File: src/hw/rtl/gbu_pkg.sv
// Shared types and constants of the grid byte unpacker.
package gbu_pkg;

	// Configuration register indexes
	localparam int CFG_IDX_W = 3;
	localparam logic [CFG_IDX_W-1:0] REG_PACK_MODE   = 3'd0;
	localparam logic [CFG_IDX_W-1:0] REG_RUN_LENGTH  = 3'd1;
	localparam logic [CFG_IDX_W-1:0] REG_FOLD_ENABLE = 3'd2;
	localparam logic [CFG_IDX_W-1:0] REG_FOLD_FROM   = 3'd3;
	localparam logic [CFG_IDX_W-1:0] REG_FOLD_TO     = 3'd4;

	// Pack modes (code 3 behaves as pass through)
	localparam logic [1:0] MODE_PASS    = 2'd0;
	localparam logic [1:0] MODE_INVERT  = 2'd1;
	localparam logic [1:0] MODE_REVERSE = 2'd2;

	// Command kinds handed from front to back
	localparam logic [1:0] KIND_PASS = 2'd0;  // single byte, already unpacked
	localparam logic [1:0] KIND_REV  = 2'd1;  // full run: reversed, inverted
	localparam logic [1:0] KIND_FWD  = 2'd2;  // partial run at grid end: as stored

	// Run store address width at the largest supported run
	localparam int STORE_ADDR_W = 6;

	// Command queue
	localparam int QUEUE_DEPTH = 4;
	localparam int QUEUE_AW    = 2;

	typedef struct packed {
		logic [1:0] pack_mode;
		logic [6:0] run_length;
		logic       fold_enable;
		logic [7:0] fold_from;
		logic [7:0] fold_to;
	} gbu_cfg_t;

	typedef struct packed {
		logic [1:0] kind;
		logic [7:0] data;
		logic [6:0] count;
		logic       last_grid;
	} gbu_cmd_t;

	typedef struct packed {
		logic                    en;
		logic [STORE_ADDR_W-1:0] addr;
		logic [7:0]              data;
	} gbu_wr_t;

endpackage

File: src/hw/rtl/gbu_queue.sv
// Short command queue between the front and the back of the unpacker.
module gbu_queue (
	input  logic              clk,
	input  logic              arst_n,
	input  logic              push,
	input  gbu_pkg::gbu_cmd_t push_cmd,
	output logic              full,
	input  logic              pop,
	output gbu_pkg::gbu_cmd_t head,
	output logic              head_valid
);
	import gbu_pkg::*;

	gbu_cmd_t            entry_q [QUEUE_DEPTH];
	logic [QUEUE_AW-1:0] wr_ptr_q;
	logic [QUEUE_AW-1:0] rd_ptr_q;
	logic [QUEUE_AW:0]   count_q;

	assign full       = (count_q == (QUEUE_AW+1)'(QUEUE_DEPTH));
	assign head_valid = (count_q != '0);
	assign head       = entry_q[rd_ptr_q];

	// Entry storage
	always_ff @(posedge clk) begin
		if (push && !full) begin
			entry_q[wr_ptr_q] <= push_cmd;
		end
	end

	// Pointers and fill level
	always_ff @(posedge clk or negedge arst_n) begin
		if (!arst_n) begin
			wr_ptr_q <= '0;
			rd_ptr_q <= '0;
			count_q  <= '0;
		end else begin
			if (push && !full) begin
				wr_ptr_q <= wr_ptr_q + 1'b1;
			end
			if (pop && head_valid) begin
				rd_ptr_q <= rd_ptr_q + 1'b1;
			end
			case ({push && !full, pop && head_valid})
				2'b10:   count_q <= count_q + 1'b1;
				2'b01:   count_q <= count_q - 1'b1;
				default: count_q <= count_q;
			endcase
		end
	end

endmodule

File: src/hw/rtl/gbu_front.sv
// Front of the unpacker: accepts bytes, fills the run store, issues commands.
module gbu_front #(
	parameter int MAX_RUN = 64
) (
	input  logic              clk,
	input  logic              arst_n,
	input  gbu_pkg::gbu_cfg_t cfg,
	input  logic              cfg_clear,
	input  logic              in_valid,
	output logic              in_ready,
	input  logic [7:0]        in_byte,
	input  logic              in_end,
	output logic              q_push,
	output gbu_pkg::gbu_cmd_t q_cmd,
	input  logic              q_full,
	output gbu_pkg::gbu_wr_t  wr,
	input  logic              run_done
);
	import gbu_pkg::*;

	localparam logic [6:0] MaxLen = 7'(MAX_RUN);

	logic [6:0] fill_q;
	logic       busy_q;
	logic [6:0] len;
	logic       run_mode;
	logic       accept;
	logic [6:0] fill_inc;
	logic       run_full;

	// Effective run length and mode classification
	assign len      = (cfg.run_length > MaxLen) ? MaxLen : cfg.run_length;
	assign run_mode = (cfg.pack_mode == MODE_REVERSE) && (len != '0);

	// Hold input while the queue is full or while the back drains the store
	assign in_ready = !q_full && !(run_mode && busy_q);
	assign accept   = in_valid && in_ready;
	assign fill_inc = fill_q + 7'd1;
	assign run_full = (fill_inc == len);

	// Store write
	assign wr.en   = accept && run_mode;
	assign wr.addr = fill_q[STORE_ADDR_W-1:0];
	assign wr.data = in_byte;

	// Command build
	always_comb begin
		q_cmd.last_grid = in_end;
		if (run_mode) begin
			q_push      = accept && (run_full || in_end);
			q_cmd.kind  = run_full ? KIND_REV : KIND_FWD;
			q_cmd.data  = in_byte;
			q_cmd.count = fill_inc;
		end else begin
			q_push      = accept;
			q_cmd.kind  = KIND_PASS;
			q_cmd.data  = (cfg.pack_mode == MODE_INVERT) ? ~in_byte : in_byte;
			q_cmd.count = 7'd1;
		end
	end

	// Fill count and store ownership
	always_ff @(posedge clk or negedge arst_n) begin
		if (!arst_n) begin
			fill_q <= '0;
			busy_q <= 1'b0;
		end else begin
			if (cfg_clear) begin
				fill_q <= '0;
			end else if (accept && run_mode) begin
				fill_q <= (run_full || in_end) ? 7'd0 : fill_inc;
			end
			if (run_done) begin
				busy_q <= 1'b0;
			end else if (q_push && run_mode) begin
				busy_q <= 1'b1;
			end
		end
	end

endmodule

File: src/hw/rtl/gbu_back.sv
// Back of the unpacker: run store, read sequencer, fold and output register.
module gbu_back #(
	parameter int MAX_RUN = 64
) (
	input  logic              clk,
	input  logic              arst_n,
	input  gbu_pkg::gbu_cfg_t cfg,
	input  gbu_pkg::gbu_wr_t  wr,
	input  gbu_pkg::gbu_cmd_t head,
	input  logic              head_valid,
	output logic              pop,
	output logic              run_done,
	output logic              out_valid,
	input  logic              out_ready,
	output logic [7:0]        out_byte,
	output logic              out_run_last,
	output logic              out_grid_done
);
	import gbu_pkg::*;

	localparam int AW = (MAX_RUN > 1) ? $clog2(MAX_RUN) : 1;

	logic [7:0]    store_q [MAX_RUN];
	logic [5:0]    k_q;
	logic          valid_s1;
	logic          use_mem_s1;
	logic          invert_s1;
	logic [7:0]    byte_s1;
	logic [7:0]    rd_data_s1;
	logic          last_s1;
	logic          done_s1;
	logic          out_valid_q;
	logic [7:0]    out_byte_q;
	logic          out_last_q;
	logic          out_done_q;

	logic          is_run;
	logic          step_last;
	logic [6:0]    rd_idx;
	logic          move;
	logic          issue;
	logic [7:0]    raw;
	logic [7:0]    unpacked;

	// Read sequencer over the head command
	assign is_run    = (head.kind != KIND_PASS);
	assign step_last = !is_run || ({1'b0, k_q} == head.count - 7'd1);
	assign rd_idx    = (head.kind == KIND_REV) ? (head.count - 7'd1 - {1'b0, k_q})
	                                           : {1'b0, k_q};
	assign move      = valid_s1 && (!out_valid_q || out_ready);
	assign issue     = head_valid && (!valid_s1 || move);
	assign pop       = issue && step_last;
	assign run_done  = pop && is_run;

	// Run store: written by the front, read by the sequencer
	always_ff @(posedge clk) begin
		if (wr.en) begin
			store_q[wr.addr[AW-1:0]] <= wr.data;
		end
		if (issue) begin
			rd_data_s1 <= store_q[rd_idx[AW-1:0]];
		end
	end

	// Read stage payload
	always_ff @(posedge clk) begin
		if (issue) begin
			use_mem_s1 <= is_run;
			invert_s1  <= (head.kind == KIND_REV);
			byte_s1    <= head.data;
			last_s1    <= step_last;
			done_s1    <= step_last && head.last_grid;
		end
	end

	// Sequencer index and read stage valid
	always_ff @(posedge clk or negedge arst_n) begin
		if (!arst_n) begin
			k_q      <= '0;
			valid_s1 <= 1'b0;
		end else begin
			if (issue) begin
				k_q <= step_last ? 6'd0 : k_q + 6'd1;
			end
			valid_s1 <= issue || (valid_s1 && !move);
		end
	end

	// Unpack; the fold is applied in the output register
	assign raw      = use_mem_s1 ? rd_data_s1 : byte_s1;
	assign unpacked = invert_s1 ? ~raw : raw;

	// Output register
	always_ff @(posedge clk) begin
		if (move) begin
			out_byte_q <= (cfg.fold_enable && unpacked == cfg.fold_from) ? cfg.fold_to
			                                                             : unpacked;
			out_last_q <= last_s1;
			out_done_q <= done_s1;
		end
	end

	always_ff @(posedge clk or negedge arst_n) begin
		if (!arst_n) begin
			out_valid_q <= 1'b0;
		end else if (move) begin
			out_valid_q <= 1'b1;
		end else if (out_ready) begin
			out_valid_q <= 1'b0;
		end
	end

	assign out_valid     = out_valid_q;
	assign out_byte      = out_byte_q;
	assign out_run_last  = out_last_q;
	assign out_grid_done = out_done_q;

	// A finished run always belongs to a run command at the head
	a_run_done_head: assert property (@(posedge clk) disable iff (!arst_n)
		run_done |-> (head_valid && (head.kind == KIND_REV || head.kind == KIND_FWD)))
		else $error("run release without a run command");

	// The read index stays inside the run
	a_index_range: assert property (@(posedge clk) disable iff (!arst_n)
		(head_valid && is_run) |-> ({1'b0, k_q} < head.count))
		else $error("run read index out of range");

	// A read result waits until the output register takes it
	a_s1_hold: assert property (@(posedge clk) disable iff (!arst_n)
		(valid_s1 && !move) |=> valid_s1)
		else $error("read stage beat lost");

endmodule

File: src/hw/rtl/grid_byte_unpacker_top.sv
// Top level of the grid byte unpacker: config registers, front, queue, back.
//
// Channel  Dir  Beat fields (low bit up)
// s_axis   in   tdata[7:0] in_byte, tlast grid_end
// m_axis   out  tdata[7:0] out_byte, tuser run_last, tlast grid_done
// cfg      in   cfg_index register number, cfg_data value
//
// Pass through and invert modes take one byte per cycle when the output does not
// stall; a byte passes the queue entry, the read stage and the output register.
// Mode 2 fills a run of L bytes at one per cycle, then holds the input while the
// back reads the run out of the store, one byte per cycle when the output does not
// stall. Reset clears control state only; the run store is not cleared. Either
// side may stall at any cycle; the command queue absorbs up to four beats.
module grid_byte_unpacker_top #(
	parameter int MAX_RUN = 64
) (
	input  logic       clk,
	input  logic       arst_n,
	input  logic       s_axis_tvalid,
	output logic       s_axis_tready,
	input  logic [7:0] s_axis_tdata,   // [7:0] in_byte
	input  logic       s_axis_tlast,
	output logic       m_axis_tvalid,
	input  logic       m_axis_tready,
	output logic [7:0] m_axis_tdata,   // [7:0] out_byte
	output logic       m_axis_tuser,   // [0] run_last
	output logic       m_axis_tlast,
	input  logic       cfg_valid,
	output logic       cfg_ready,
	input  logic [gbu_pkg::CFG_IDX_W-1:0] cfg_index,
	input  logic [7:0] cfg_data
);
	import gbu_pkg::*;

	gbu_cfg_t cfg_q;
	logic     cfg_write;
	logic     cfg_clear;
	logic     q_push;
	gbu_cmd_t q_cmd;
	logic     q_full;
	gbu_cmd_t head;
	logic     head_valid;
	logic     pop;
	logic     run_done;
	gbu_wr_t  wr;

	// Config write port, always ready
	assign cfg_ready = 1'b1;
	assign cfg_write = cfg_valid && cfg_ready;
	assign cfg_clear = cfg_write && (cfg_index == REG_PACK_MODE || cfg_index == REG_RUN_LENGTH);

	always_ff @(posedge clk or negedge arst_n) begin
		if (!arst_n) begin
			cfg_q <= '0;
		end else if (cfg_write) begin
			unique case (cfg_index)
				REG_PACK_MODE:   cfg_q.pack_mode   <= cfg_data[1:0];
				REG_RUN_LENGTH:  cfg_q.run_length  <= cfg_data[6:0];
				REG_FOLD_ENABLE: cfg_q.fold_enable <= cfg_data[0];
				REG_FOLD_FROM:   cfg_q.fold_from   <= cfg_data;
				REG_FOLD_TO:     cfg_q.fold_to     <= cfg_data;
				default:         cfg_q             <= cfg_q;
			endcase
		end
	end

	gbu_front #(.MAX_RUN(MAX_RUN)) u_front (
		.clk       (clk),
		.arst_n    (arst_n),
		.cfg       (cfg_q),
		.cfg_clear (cfg_clear),
		.in_valid  (s_axis_tvalid),
		.in_ready  (s_axis_tready),
		.in_byte   (s_axis_tdata),
		.in_end    (s_axis_tlast),
		.q_push    (q_push),
		.q_cmd     (q_cmd),
		.q_full    (q_full),
		.wr        (wr),
		.run_done  (run_done)
	);

	gbu_queue u_queue (
		.clk        (clk),
		.arst_n     (arst_n),
		.push       (q_push),
		.push_cmd   (q_cmd),
		.full       (q_full),
		.pop        (pop),
		.head       (head),
		.head_valid (head_valid)
	);

	gbu_back #(.MAX_RUN(MAX_RUN)) u_back (
		.clk           (clk),
		.arst_n        (arst_n),
		.cfg           (cfg_q),
		.wr            (wr),
		.head          (head),
		.head_valid    (head_valid),
		.pop           (pop),
		.run_done      (run_done),
		.out_valid     (m_axis_tvalid),
		.out_ready     (m_axis_tready),
		.out_byte      (m_axis_tdata),
		.out_run_last  (m_axis_tuser),
		.out_grid_done (m_axis_tlast)
	);

endmodule
File: config.mk
export PLATFORM = sky130hd
export DESIGN_NAME = grid_byte_unpacker_top
export DESIGN_NICKNAME = d
export VERILOG_FILES = /design/src/hw/rtl/gbu_pkg.sv /design/src/hw/rtl/gbu_queue.sv /design/src/hw/rtl/gbu_front.sv /design/src/hw/rtl/gbu_back.sv /design/src/hw/rtl/grid_byte_unpacker_top.sv
export SDC_FILE = /design/constraint.sdc
export NUM_CORES = 1
export LEC_CHECK = 0
export BUFFER_PORTS_ARGS = -buffer_cell sky130_fd_sc_hd__buf_2
export CAP_MARGIN = 40
export CORE_ASPECT_RATIO = 0.5
export CORE_MARGIN = 10
export CORE_UTILIZATION = 50
export DETAILED_ROUTE_END_ITERATION = 16
export GPL_ROUTABILITY_DRIVEN = 0
export PLACE_DENSITY = 0.66
export SYNTH_ARGS = -nofsm -noshare
export SYNTH_HDL_FRONTEND = slang
export SYNTH_SLANG_ARGS = --single-unit
File: constraint.sdc
create_clock -name clk -period 5.3 [get_ports clk]
set_input_delay 0.795 -clock clk [delete_from_list [all_inputs] [get_ports clk]]
set_output_delay 0.795 -clock clk [all_outputs]
set_load 0.02 [all_outputs]
======== Yosys cells after proc, flatten, opt, wreduce, memory -nomap -nowiden ========
Memories as Yosys holds them, arrays and structs flattened. A register that Yosys moved wholly into a read port is not among the register bits.
Cells that the tools add are included.
operators by class
  shift-type cells ........................ 0
  bitwise logic cells ..................... 2
  add/sub/neg operators ................... 8
  magnitude comparators ................... 1
  divide/modulo/power cells ............... 0
  eq/ne operators ......................... 13
  multipliers ............................. 0
  mux-type cells .......................... 22
  reduce and logical (&&, ||, !) cells .... 42
operators with widths
  kind                   number
  $mux W8                4
  $mux W7                4
  $logic_and A1 B1 Y1    17
  $mux W17               1
  $not A8 Y8             2
  $mux W6                2
  $reduce_and A2 Y1      5
  $reduce_bool A2 Y1     5
  $mux W1                9
  $eq A8 B8 Y1           1
  $add A7 B1 Y7 const B  1
  $eq A6 B7 Y1           1
  $eq A7 B7 Y1           1
  $gt A7 B7 Y1 const B   1
  $reduce_bool A7 Y1     1
  $sub A7 B1 Y7 const B  1
  $add A6 B1 Y6 const B  1
  $eq A2 B1 Y1 const B   3
  $eq A3 B2 Y1 const B   2
  $eq A3 B3 Y1 const B   2
  $logic_not A1 Y1       6
  $logic_or A1 B1 Y1     6
  $pmux W3 S2            1
  $sub A6 B6 Y6          1
  other kinds (8)        10
word-level totals
  input bits .............................. 25
  word-level logic and storage cells ...... 111
  bits in registers ....................... 71
  memories ................................ 2
  ROM bits ................................ 0
  output and inout port bits .............. 13
  memory bits (writable) .................. 584
  latch bits .............................. 0
memory list
  name             words  bits a word  rd ports  clocked after memory_dff  wr ports  RTL line         RTL
  u_back.store_q   64     8            1         1                         1         gbu_back.sv:23   logic [7:0] store_q [MAX_RUN];
  u_queue.entry_q  4      18           1         0                         1         gbu_queue.sv:14  gbu_cmd_t entry_q [QUEUE_DEPTH];

======== Longest topological paths before layout ========
Gate-level depths: netlist of the first run.
  word-level depth ........................ 13
  depth in mapped cells ................... 16
  mapped depth without buffers ............ 15

======== Hierarchy ========
From an unflattened synthesis of the first run, not the netlist that was laid out.
second synthesis, totals
  cell total of the unflattened synthesis .. 1,797
  area, all modules ....................... 28,342.2 um2
modules (own cells, without submodules)
  module                  seq. area each (um2)  times used  area an instance (um2)  cells each
  gbu_back                16,475.8              1           23,167.2                1,483
  gbu_queue               2,337.2               1           3,040.4                 131
  grid_byte_unpacker_top  650.6                 1           1,117.3                 62
  gbu_front               200.2                 1           1,017.2                 121

======== Worst setup path after synthesis of the first run ========
Ideal clock, no wire load.
  path kind ............................... reg-to-reg
  start ................................... register u_queue.rd_ptr_q[0]
  end ..................................... register u_back.rd_data_s1[2] (read register of u_back.store_q) (data pin)
  cell stages (with the launch flop) ...... 15
  setup slack ............................. 1,550 ps
  path buffers ............................ 1
  data required time ...................... 5,029 ps
  clock period less this slack ............ 3,750 ps
  library setup time ...................... 271 ps
  arrival time ............................ 3,479 ps
  path through ............................ dfrtp_1 -> buf_6 -> mux4_2 -> inv_1 -> ha_1 -> inv_1 -> ha_1 -> nor2b_1 -> o21a_1 -> o21a_1 -> o21a_1 -> nor4_1 -> o211ai_1 -> a211oi_1 -> a2111oi_2
between the ends
  cells in the longest elaborated chain, start to end .. 4
  elaborated cells between the ends (all ways) .. 5
  classes of those cells .................. add/sub: 2; eq/ne: 1; mux: 1; memory: 1
ends and longest elaborated chain
  element                 RTL line         RTL
  start, declared         gbu_queue.sv:16  logic [QUEUE_AW-1:0] rd_ptr_q;
  start signal, assigned  gbu_queue.sv:41  rd_ptr_q <= rd_ptr_q + 1'b1;
  $mem_v2 Z4 W18 *        --
  $sub A7 B1 Y7           --
  $sub A6 B6 Y6           gbu_back.sv:48   assign rd_idx = (head.kind == KIND_REV) ? (head.count - 7'd1 - {1'b0, k_q})
  $mux W6 *               gbu_back.sv:48
  end, declared           gbu_back.sv:29   logic [7:0] rd_data_s1;
Mark *: on every way between the ends. The rest lies on a longest branch, timed or not.
A chain may end at the register's enable or synchronous reset.

======== Worst setup path after layout of the first run ========
  start ................................... register u_queue.rd_ptr_q[0]
  end ..................................... register u_back.rd_data_s1[1] (read register of u_back.store_q) (data pin)
The elaborated chain is that of the path after synthesis.

==> impl_metrics.sql, run 1 <==
INSERT INTO impl_metrics (metric_group, metric, value, unit) VALUES
('sta', 'worst-slew-pin-transition', '0.9589', 'ns'),
('sta', 'clk_skew', '0.02208', 'ns'),
('setup_path', 'ws_path_type', 'reg -> reg', ''),
('cells_and_area', 'layout.nets', '1995', ''),
('drt', 'vias_per_cell', '6.049', ''),
('grt', 'groute.usage.overall', '20.46', '%'),
('logic_synthesis', 'synth-seq-cells', '663', ''),
('sta', 'finalSetupViolations', '0', ''),
('setup_path', 'crit-reg2reg-launch', 'u_queue.rd_ptr_q[0]$_DFFE_PN0P_', ''),
('clocking', 'cts_max_level', '2', ''),
('cells_and_area', 'fillCellCount', '4418', ''),
('clocking', 'post-cts-setup-buffer-count', '0', ''),
('sta', 'setup-tns-final', '0', 'ns'),
('setup_path', 'crit_family', 'compound AO/OA/AOI/OAI gates', ''),
('placement', 'dp_hpwl', '44660', 'um'),
('setup_path', 'critical_path.max_fanout', '14', ''),
('setup_path', 'worstSetupEndpointType', 'register', ''),
('clocking', 'clock_sink_count', '663', ''),
('drt', 'routedWlPerCell', '25.29', 'um'),
('logic_synthesis', 'number_of_flops_mapped_to_enable_cells_by_yosys', '614', ''),
('pwr', 'worst_ir_drop_vdd', '528.7', 'uV'),
('setup_path', 'timing.critical_path.from_type', 'register', ''),
('drt', 'drt_drc_violations_left', '0', ''),
('cells_and_area', 'most_common_library_cell_in_the_layout_ignoring_fill_and_taps', 'edfxtp_1', ''),
('grt', 'globalRouteOverflowTotal', '0', ''),
('grt', 'number_of_global_route_vias_before_repair', '16180', ''),
('placement', 'placed_cell_area', '29290', 'um^2'),
('drt', 'detail_route.iter0.violations', '2088', ''),
('placement', 'place.port_buffers', '36', ''),
('logic_synthesis', 'synthesis.nets', '1957', ''),
('setup_path', 'timing.critical_path.slowest_cell_delay', '0.61', 'ns'),
('setup_path', 'rr_worst_depth', '12', ''),
('drt', 'drt_first_pass_iters', '6', ''),
('cells_and_area', 'share_of_layout_cells_above_drive_strength_1', '13.69', '%'),
('sta', 'hold_slack', '0.3035', 'ns'),
('worst_hold_path', 'hold_class', 'in -> async', ''),
('sta', 'fmax', '220.1', 'MHz'),
('drt', 'wl', '69730', 'um'),
('sta', 'report.final.hold_viol_count', '0', ''),
('clocking', 'cts_resized', '0', ''),
('clocking', 'clkTransAtPathRegs', '0.07', 'ns'),
('logic_synthesis', 'seq_area_frac_synth', '69.82', '%'),
('cells_and_area', 'layout.area.seq', '19660', 'um^2'),
('setup_path', 'critPathSlowestCell', 'a211oi_1', ''),
('setup_path', 'critPathBufInv', '1', ''),
('floorplan', 'die_w', '355.6', 'um'),
('cells_and_area', 'multiInputGateArea', '7632', 'um^2'),
('grt', 'grt_max_degree', '93', ''),
('floorplan', 'rows', '61', ''),
('sta', 'slew_violations', '0', ''),
('logic_synthesis', 'async_flop_share', '7.391', '%'),
('clocking', 'root_buffer', 'clkbuf_16', ''),
('cells_and_area', 'layout.cell_area.non_filler', '31070', 'um^2'),
('job', 'maxCapViolCount', '0', ''),
('sta', 'grt_setup_unrepaired', 'no', ''),
('setup_path', 'timing.critical_path.cells', 'mux4_2, inv_1, ha_1, xor2_1, ha_1, a21o_1, a21oi_1, xnor2_1, a21o_1, nand4_1, a211oi_1, nor4_2', ''),
('floorplan', 'fp.dieArea', '66800', 'um^2'),
('outcome', 'outcome', 'finished, final reports clean', ''),
('floorplan', 'ios', '38', ''),
('cells_and_area', 'area_delta_synth_final', '10.31', '%'),
('pwr', 'cellPowerDensity', '637.7', 'nW/um^2'),
('setup_path', 'r2r_setup_slack', '0.76', 'ns'),
('grt', 'initial_antenna_violation_count', '2', ''),
('grt', 'wire_length_of_the_first_global_routing_pass', '104900', 'um'),
('clocking', 'cts_hold_repair.buffers', '0', ''),
('drt', 'ant_nets', '0', ''),
('logic_synthesis', 'post_synth.cell_area_avg', '14.69', 'um^2'),
('logic_synthesis', 'synth_flop_cell', 'edfxtp_1', ''),
('clocking', 'clock_tree_from_tritoncts', 'built', ''),
('cells_and_area', 'mostFrequentLayoutCells', '614 x edfxtp_1, 220 x nand2_1, 122 x nand3_1, 122 x o211ai_1, 107 x mux2i_1', ''),
('sta', 'timing.slew.headroom', '35.89', '%');
## flip-flops by register name (all words and copies together) (netlist names), 2 cells and up
name               count
u_back.store_q       512
u_queue.entry_q       72
cfg_q                 26
u_back.byte_s1         8
u_back.out_byte        8
u_back.rd_data_s1      8
u_front.fill_q         7
u_back.k_q             6
u_queue.count_q        3
u_queue.rd_ptr_q       2
u_queue.wr_ptr_q       2
## final cells by class
class	count	area share, %
Timing Repair Buffer	94	2.497
Multi-Input combinational cell	1063	24.57
Sequential cell	663	63.29
Inverter	75	0.9222
Clock inverter	35	0.7491
Clock buffer	71	4.929
Tap cell	756	3.045
## metal layers
layer	track usage (%)	routed length (um)	vias to the layer above
met5	0	0	-
met2	29.69	30280	769
met1	30.85	31200	8408
met3	5.161	7004	106
li1	-	-	7394
met4	4.011	1241	0
## cells in the mapped netlist (30+ instances only)
master / n / area (um^2)
a32o_1: 32 / 320.3
buf_2: 30 / 150.1
clkbuf_1: 57 / 214.0
dfrtp_1: 49 / 1226
edfxtp_1: 614 / 18440
inv_1: 73 / 274.0
mux2_2: 51 / 574.3
mux2i_1: 108 / 1081
nand2_1: 220 / 825.8
nand3_1: 122 / 610.6
nor2_1: 94 / 352.8
o211ai_1: 122 / 915.9
## how the worst max path moves through the flow
stage,slack (ns),cells after the start,to
floorplan,1.55,14,u_back.rd_data_s1[2]$_DFFE_PP_
global placement,0.87,13,u_back.rd_data_s1[7]$_DFFE_PP_
detailed placement,0.85,13,u_back.rd_data_s1[2]$_DFFE_PP_
CTS,0.80,13,u_back.rd_data_s1[2]$_DFFE_PP_
global route,0.53,12,u_back.rd_data_s1[0]$_DFFE_PP_
finish,0.76,12,u_back.rd_data_s1[1]$_DFFE_PP_
## cell families (layout without fill, tap and decap cells)
logic type               count (synthesis)  count (layout)  synth area share (%)
flip-flops                             663             663                 69.82
buffers and inverters                  191             275                 3.167
adder cells (fa/ha/maj)                 15              15                0.7197
XOR/XNOR                                48              48                 1.644
AND/OR/NAND/NOR                        525             525                 8.636
AO/OA/AOI/OAI                          270             270                 7.583
other                                    1               1               0.01331
multiplexers                           204             204                 8.418
## per-stage QoR
step | worst slack [ns] | power [mW] | util, %
CTS | 0.7986 | 19.74 | 55.81
detailed placement | 0.8471 | 15.73 | 52.64
global placement | 0.8724 | 15.58 | 52.42
finish | 0.7561 | 19.81 | 55.84
global route | 0.5261 | 20.72 | 55.84
floorplan | 1.550 | 12.75 | -
## where the power goes
group	internal, mW	switching [mW]
clock	2.15	1.87
sequential	6.21	0.245
combinational	3.31	6.02
total	11.7	8.14
No activity file was read; power rests on OpenSTA's default activity.
==> run 2, diff against run 1 <==
--- a/config.mk
+++ b/config.mk
@@ -12,6 +12,7 @@
 export CORE_UTILIZATION = 50
 export DETAILED_ROUTE_END_ITERATION = 16
 export GPL_ROUTABILITY_DRIVEN = 0
+export GPL_TIMING_DRIVEN = 0
 export PLACE_DENSITY = 0.66
 export SYNTH_ARGS = -nofsm -noshare
 export SYNTH_HDL_FRONTEND = slang
==> run 2 against run 1 <==
Net effect:
- total power up 8.1%
- worst hold slack worse by 0.18 ns
- global-route usage up 2.1 points
- register-to-register slack worse by 0.63 ns
- via count up 5.9%
- highest routed layer is now met5
==> impl_metrics.sql, run 2 (same netlist as run 1, synthesis figures left out) <==
INSERT INTO impl_metrics (metric_group, metric, value, unit) VALUES
('grt', 'grt_max_degree', '47', ''),
('drt', 'vias', '17660', ''),
('grt', 'globalRouteOverflowTotal', '0', ''),
('drt', 'dr_wl_met2', '33450', 'um'),
('worst_hold_path', 'hold_class', 'in -> async', ''),
('clocking', 'cts_buffers', '57', ''),
('sta', 'fin_crit_sh', '97.66', '%'),
('cells_and_area', 'area_delta_synth_final', '12.14', '%'),
('outcome', 'outcome', 'finished, final reports clean', ''),
('clocking', 'clkTransAtPathRegs', '0.06', 'ns'),
('drt', 'dr.max_layer_used', 'met5', ''),
('clocking', 'clock_sink_count', '663', ''),
('cells_and_area', 'ant_diodes', '0', ''),
('sta', 'layout_min_cycle_time', '5.176', 'ns'),
('pwr', 'cellPowerDensity', '678.0', 'nW/um^2'),
('sta', 'report.final.hold_viol_count', '0', ''),
('clocking', 'cts_max_level', '2', ''),
('drt', 'detail_route.iter0.violations', '2450', ''),
('sta', 'slew_violations', '0', ''),
('drt', 'ant_nets', '0', ''),
('setup_path', 'worstPathArrival', '5.50', 'ns'),
('cells_and_area', 'multiInputGateArea', '7609', 'um^2'),
('sta', 'fmax', '193.2', 'MHz'),
('clocking', 'cts.path.max_buffers', '3', ''),
('job', 'maxCapViolCount', '0', ''),
('clocking', 'source_to_sink_clock_delay_at_the_later_pin_of_the_worst_skew_pair', '0.62', 'ns'),
('setup_path', 'timing.critical_path.from_type', 'register', ''),
('floorplan', 'rows', '61', ''),
('cells_and_area', 'max_ffs_per_register', '512', ''),
('cells_and_area', 'mostFrequentLayoutCells', '614 x edfxtp_1, 220 x nand2_1, 122 x nand3_1, 122 x o211ai_1, 108 x mux2i_1', ''),
('sta', 'finalSetupViolations', '0', ''),
('placement', 'placed_cell_area', '29730', 'um^2'),
('cells_and_area', 'fillCellCount', '4372', ''),
('placement', 'dp_hpwl', '53800', 'um'),
('drt', 'drt_first_pass_iters', '6', ''),
('floorplan', 'coreArea', '55640', 'um^2'),
('drt', 'routedLengthMet1', '33250', 'um'),
('placement', 'dpl_worst_slack', '0.2891', 'ns'),
('sta', 'clk_skew', '0.01775', 'ns'),
('floorplan', 'die_w', '355.6', 'um'),
('placement', 'numPlacedInstances', '2739', ''),
('sta', 'setup-tns-final', '0', 'ns'),
('sta', 'timing.slew.headroom', '28.78', '%'),
('floorplan', 'die_y_extent', '187.8', 'um'),
('cells_and_area', 'share_of_layout_cells_above_drive_strength_1', '14.26', '%'),
('drt', 'drt_drc_violations_left', '0', ''),
('cells_and_area', 'final_cell_count_no_fill', '2846', ''),
('grt', 'wire_length_of_the_first_global_routing_pass', '112900', 'um'),
('sta', 'grt_setup_unrepaired', 'no', ''),
('placement', 'place.port_buffers', '36', ''),
('sta', 'setup_slack', '0.1238', 'ns'),
('setup_path', 'cp_data_required_time', '5.62', 'ns'),
('drt', 'vias_per_cell', '6.206', ''),
('pwr', 'static-leakage-power', '10.97', 'nW'),
('cells_and_area', 'most_common_library_cell_in_the_layout_ignoring_fill_and_taps', 'edfxtp_1', ''),
('floorplan', 'fp.dieArea', '66800', 'um^2'),
('sta', 'worst-slew-pin-transition', '1.068', 'ns'),
('cells_and_area', 'layout.cell_area.non_filler', '31580', 'um^2'),
('cells_and_area', 'layout.nets', '2083', ''),
('grt', 'initial_antenna_violation_count', '3', ''),
('setup_path', 'critical_path.max_fanout', '10', ''),
('setup_path', 'worstSetupEndpointType', 'register', ''),
('floorplan', 'initial_utilization', '50.62', '%'),
('grt', 'number_of_global_route_vias_before_repair', '16900', ''),
('cells_and_area', 'layout.area.seq', '19660', 'um^2'),
('drt', 'routedWlPerCell', '27.19', 'um'),
('drt', 'wl', '77370', 'um'),
('clocking', 'root_buffer', 'clkbuf_16', ''),
('setup_path', 'ws_path_type', 'reg -> reg', ''),
('grt', 'groute.usage.overall', '22.56', '%'),
('drt', 'met3RoutedLength', '8511', 'um'),
('floorplan', 'ios', '38', ''),
('pwr', 'worst_ir_drop_vdd', '500.5', 'uV'),
('clocking', 'clock_tree_from_tritoncts', 'built', '');
[run 2: cell count changes in the layout (fill, tap and decap cells not counted), sizes merged]
cell,before,now
clkbuf,71,129
clkinv,31,26
inv,77,75
buf,94,124
clkinvlp,0,3
clkdlybuf4s15,0,1
bufinv,2,6
[run 2: critical path, cell delays in order (launching register included)]
cell and delay (ns):
dfrtp_1 0.38, buf_6 0.19, mux4_2 0.55, inv_1 0.08
ha_1 0.19, xor2_1 0.17, ha_1 0.31, a21o_1 0.20
a21oi_1 0.17, xnor2_1 0.27, a21o_1 0.29, and2_1 0.23
clkbuf_1 0.58, nand3_1 0.25, and4_1 0.34, a2111oi_2 0.68
[run 2: cell type report]
class,count,share of cell area [%]
clock inverters,35,1.034
repair buffers,67,1.977
flip-flops and latches,663,62.26
clock buffers,71,4.817
plain buffers,116,1.921
multi-input cells,1063,24.09
well taps,756,2.995
inverters,75,0.9072
[run 2: per-layer routing]
metal / global-route usage, % / up-vias
met4: 5.960 / 4
li1: - / 7583
met1: 33.32 / 8926
met2: 32.93 / 1008
met3: 5.374 / 142
met5: 1.406 / -
[run 2: final timing paths]
path / from / end / slack (ns) / depth (start not counted)
min in group clk: cfg_data[4] / cfg_q[4]$_DFFE_PN0P_ / 0.44 / 3
min: arst_n / cfg_q[1]$_DFFE_PN0P_ / 0.12 / 1
min reg2reg: u_back.last_s1$_DFFE_PP_ / u_back.out_run_last$_DFFE_PP_ / 0.44 / 0
max: u_queue.rd_ptr_q[0]$_DFFE_PN0P_ / u_back.rd_data_s1[4]$_DFFE_PP_ / 0.12 / 15
max in group asynchronous: arst_n / u_back.k_q[4]$_DFFE_PN0P_ / 4.64 / 2
max reg2reg: u_queue.rd_ptr_q[0]$_DFFE_PN0P_ / u_back.rd_data_s1[4]$_DFFE_PP_ / 0.12 / 15
[run 2: where the power goes]
group	switching (mW)	total (mW)	internal, mW
logic	7.42	10.8	3.42
clock network	1.89	4.22	2.33
registers	0.143	6.35	6.21
[run 2: stage by stage]
step                      util [%]  total power, mW  hold slack (ns)
after CTS                    56.75            21.08           0.1221
final                        56.77            21.42           0.1230
after global placement       52.64            16.66           0.4198
after detailed placement     53.43            16.87           0.4277
after global routing         56.77            22.08           0.1371
after floorplan                  -            12.75           0.4003
[run 2: repair_timing]
| item | in CTS | in global routing |
|---|---|---|
| hold buffers | 0 | 0 |
| setup endpoints to repair | 0 | 4 |
| buffers inserted | 0 | 0 |
| gates resized for setup | 0 | 2 |
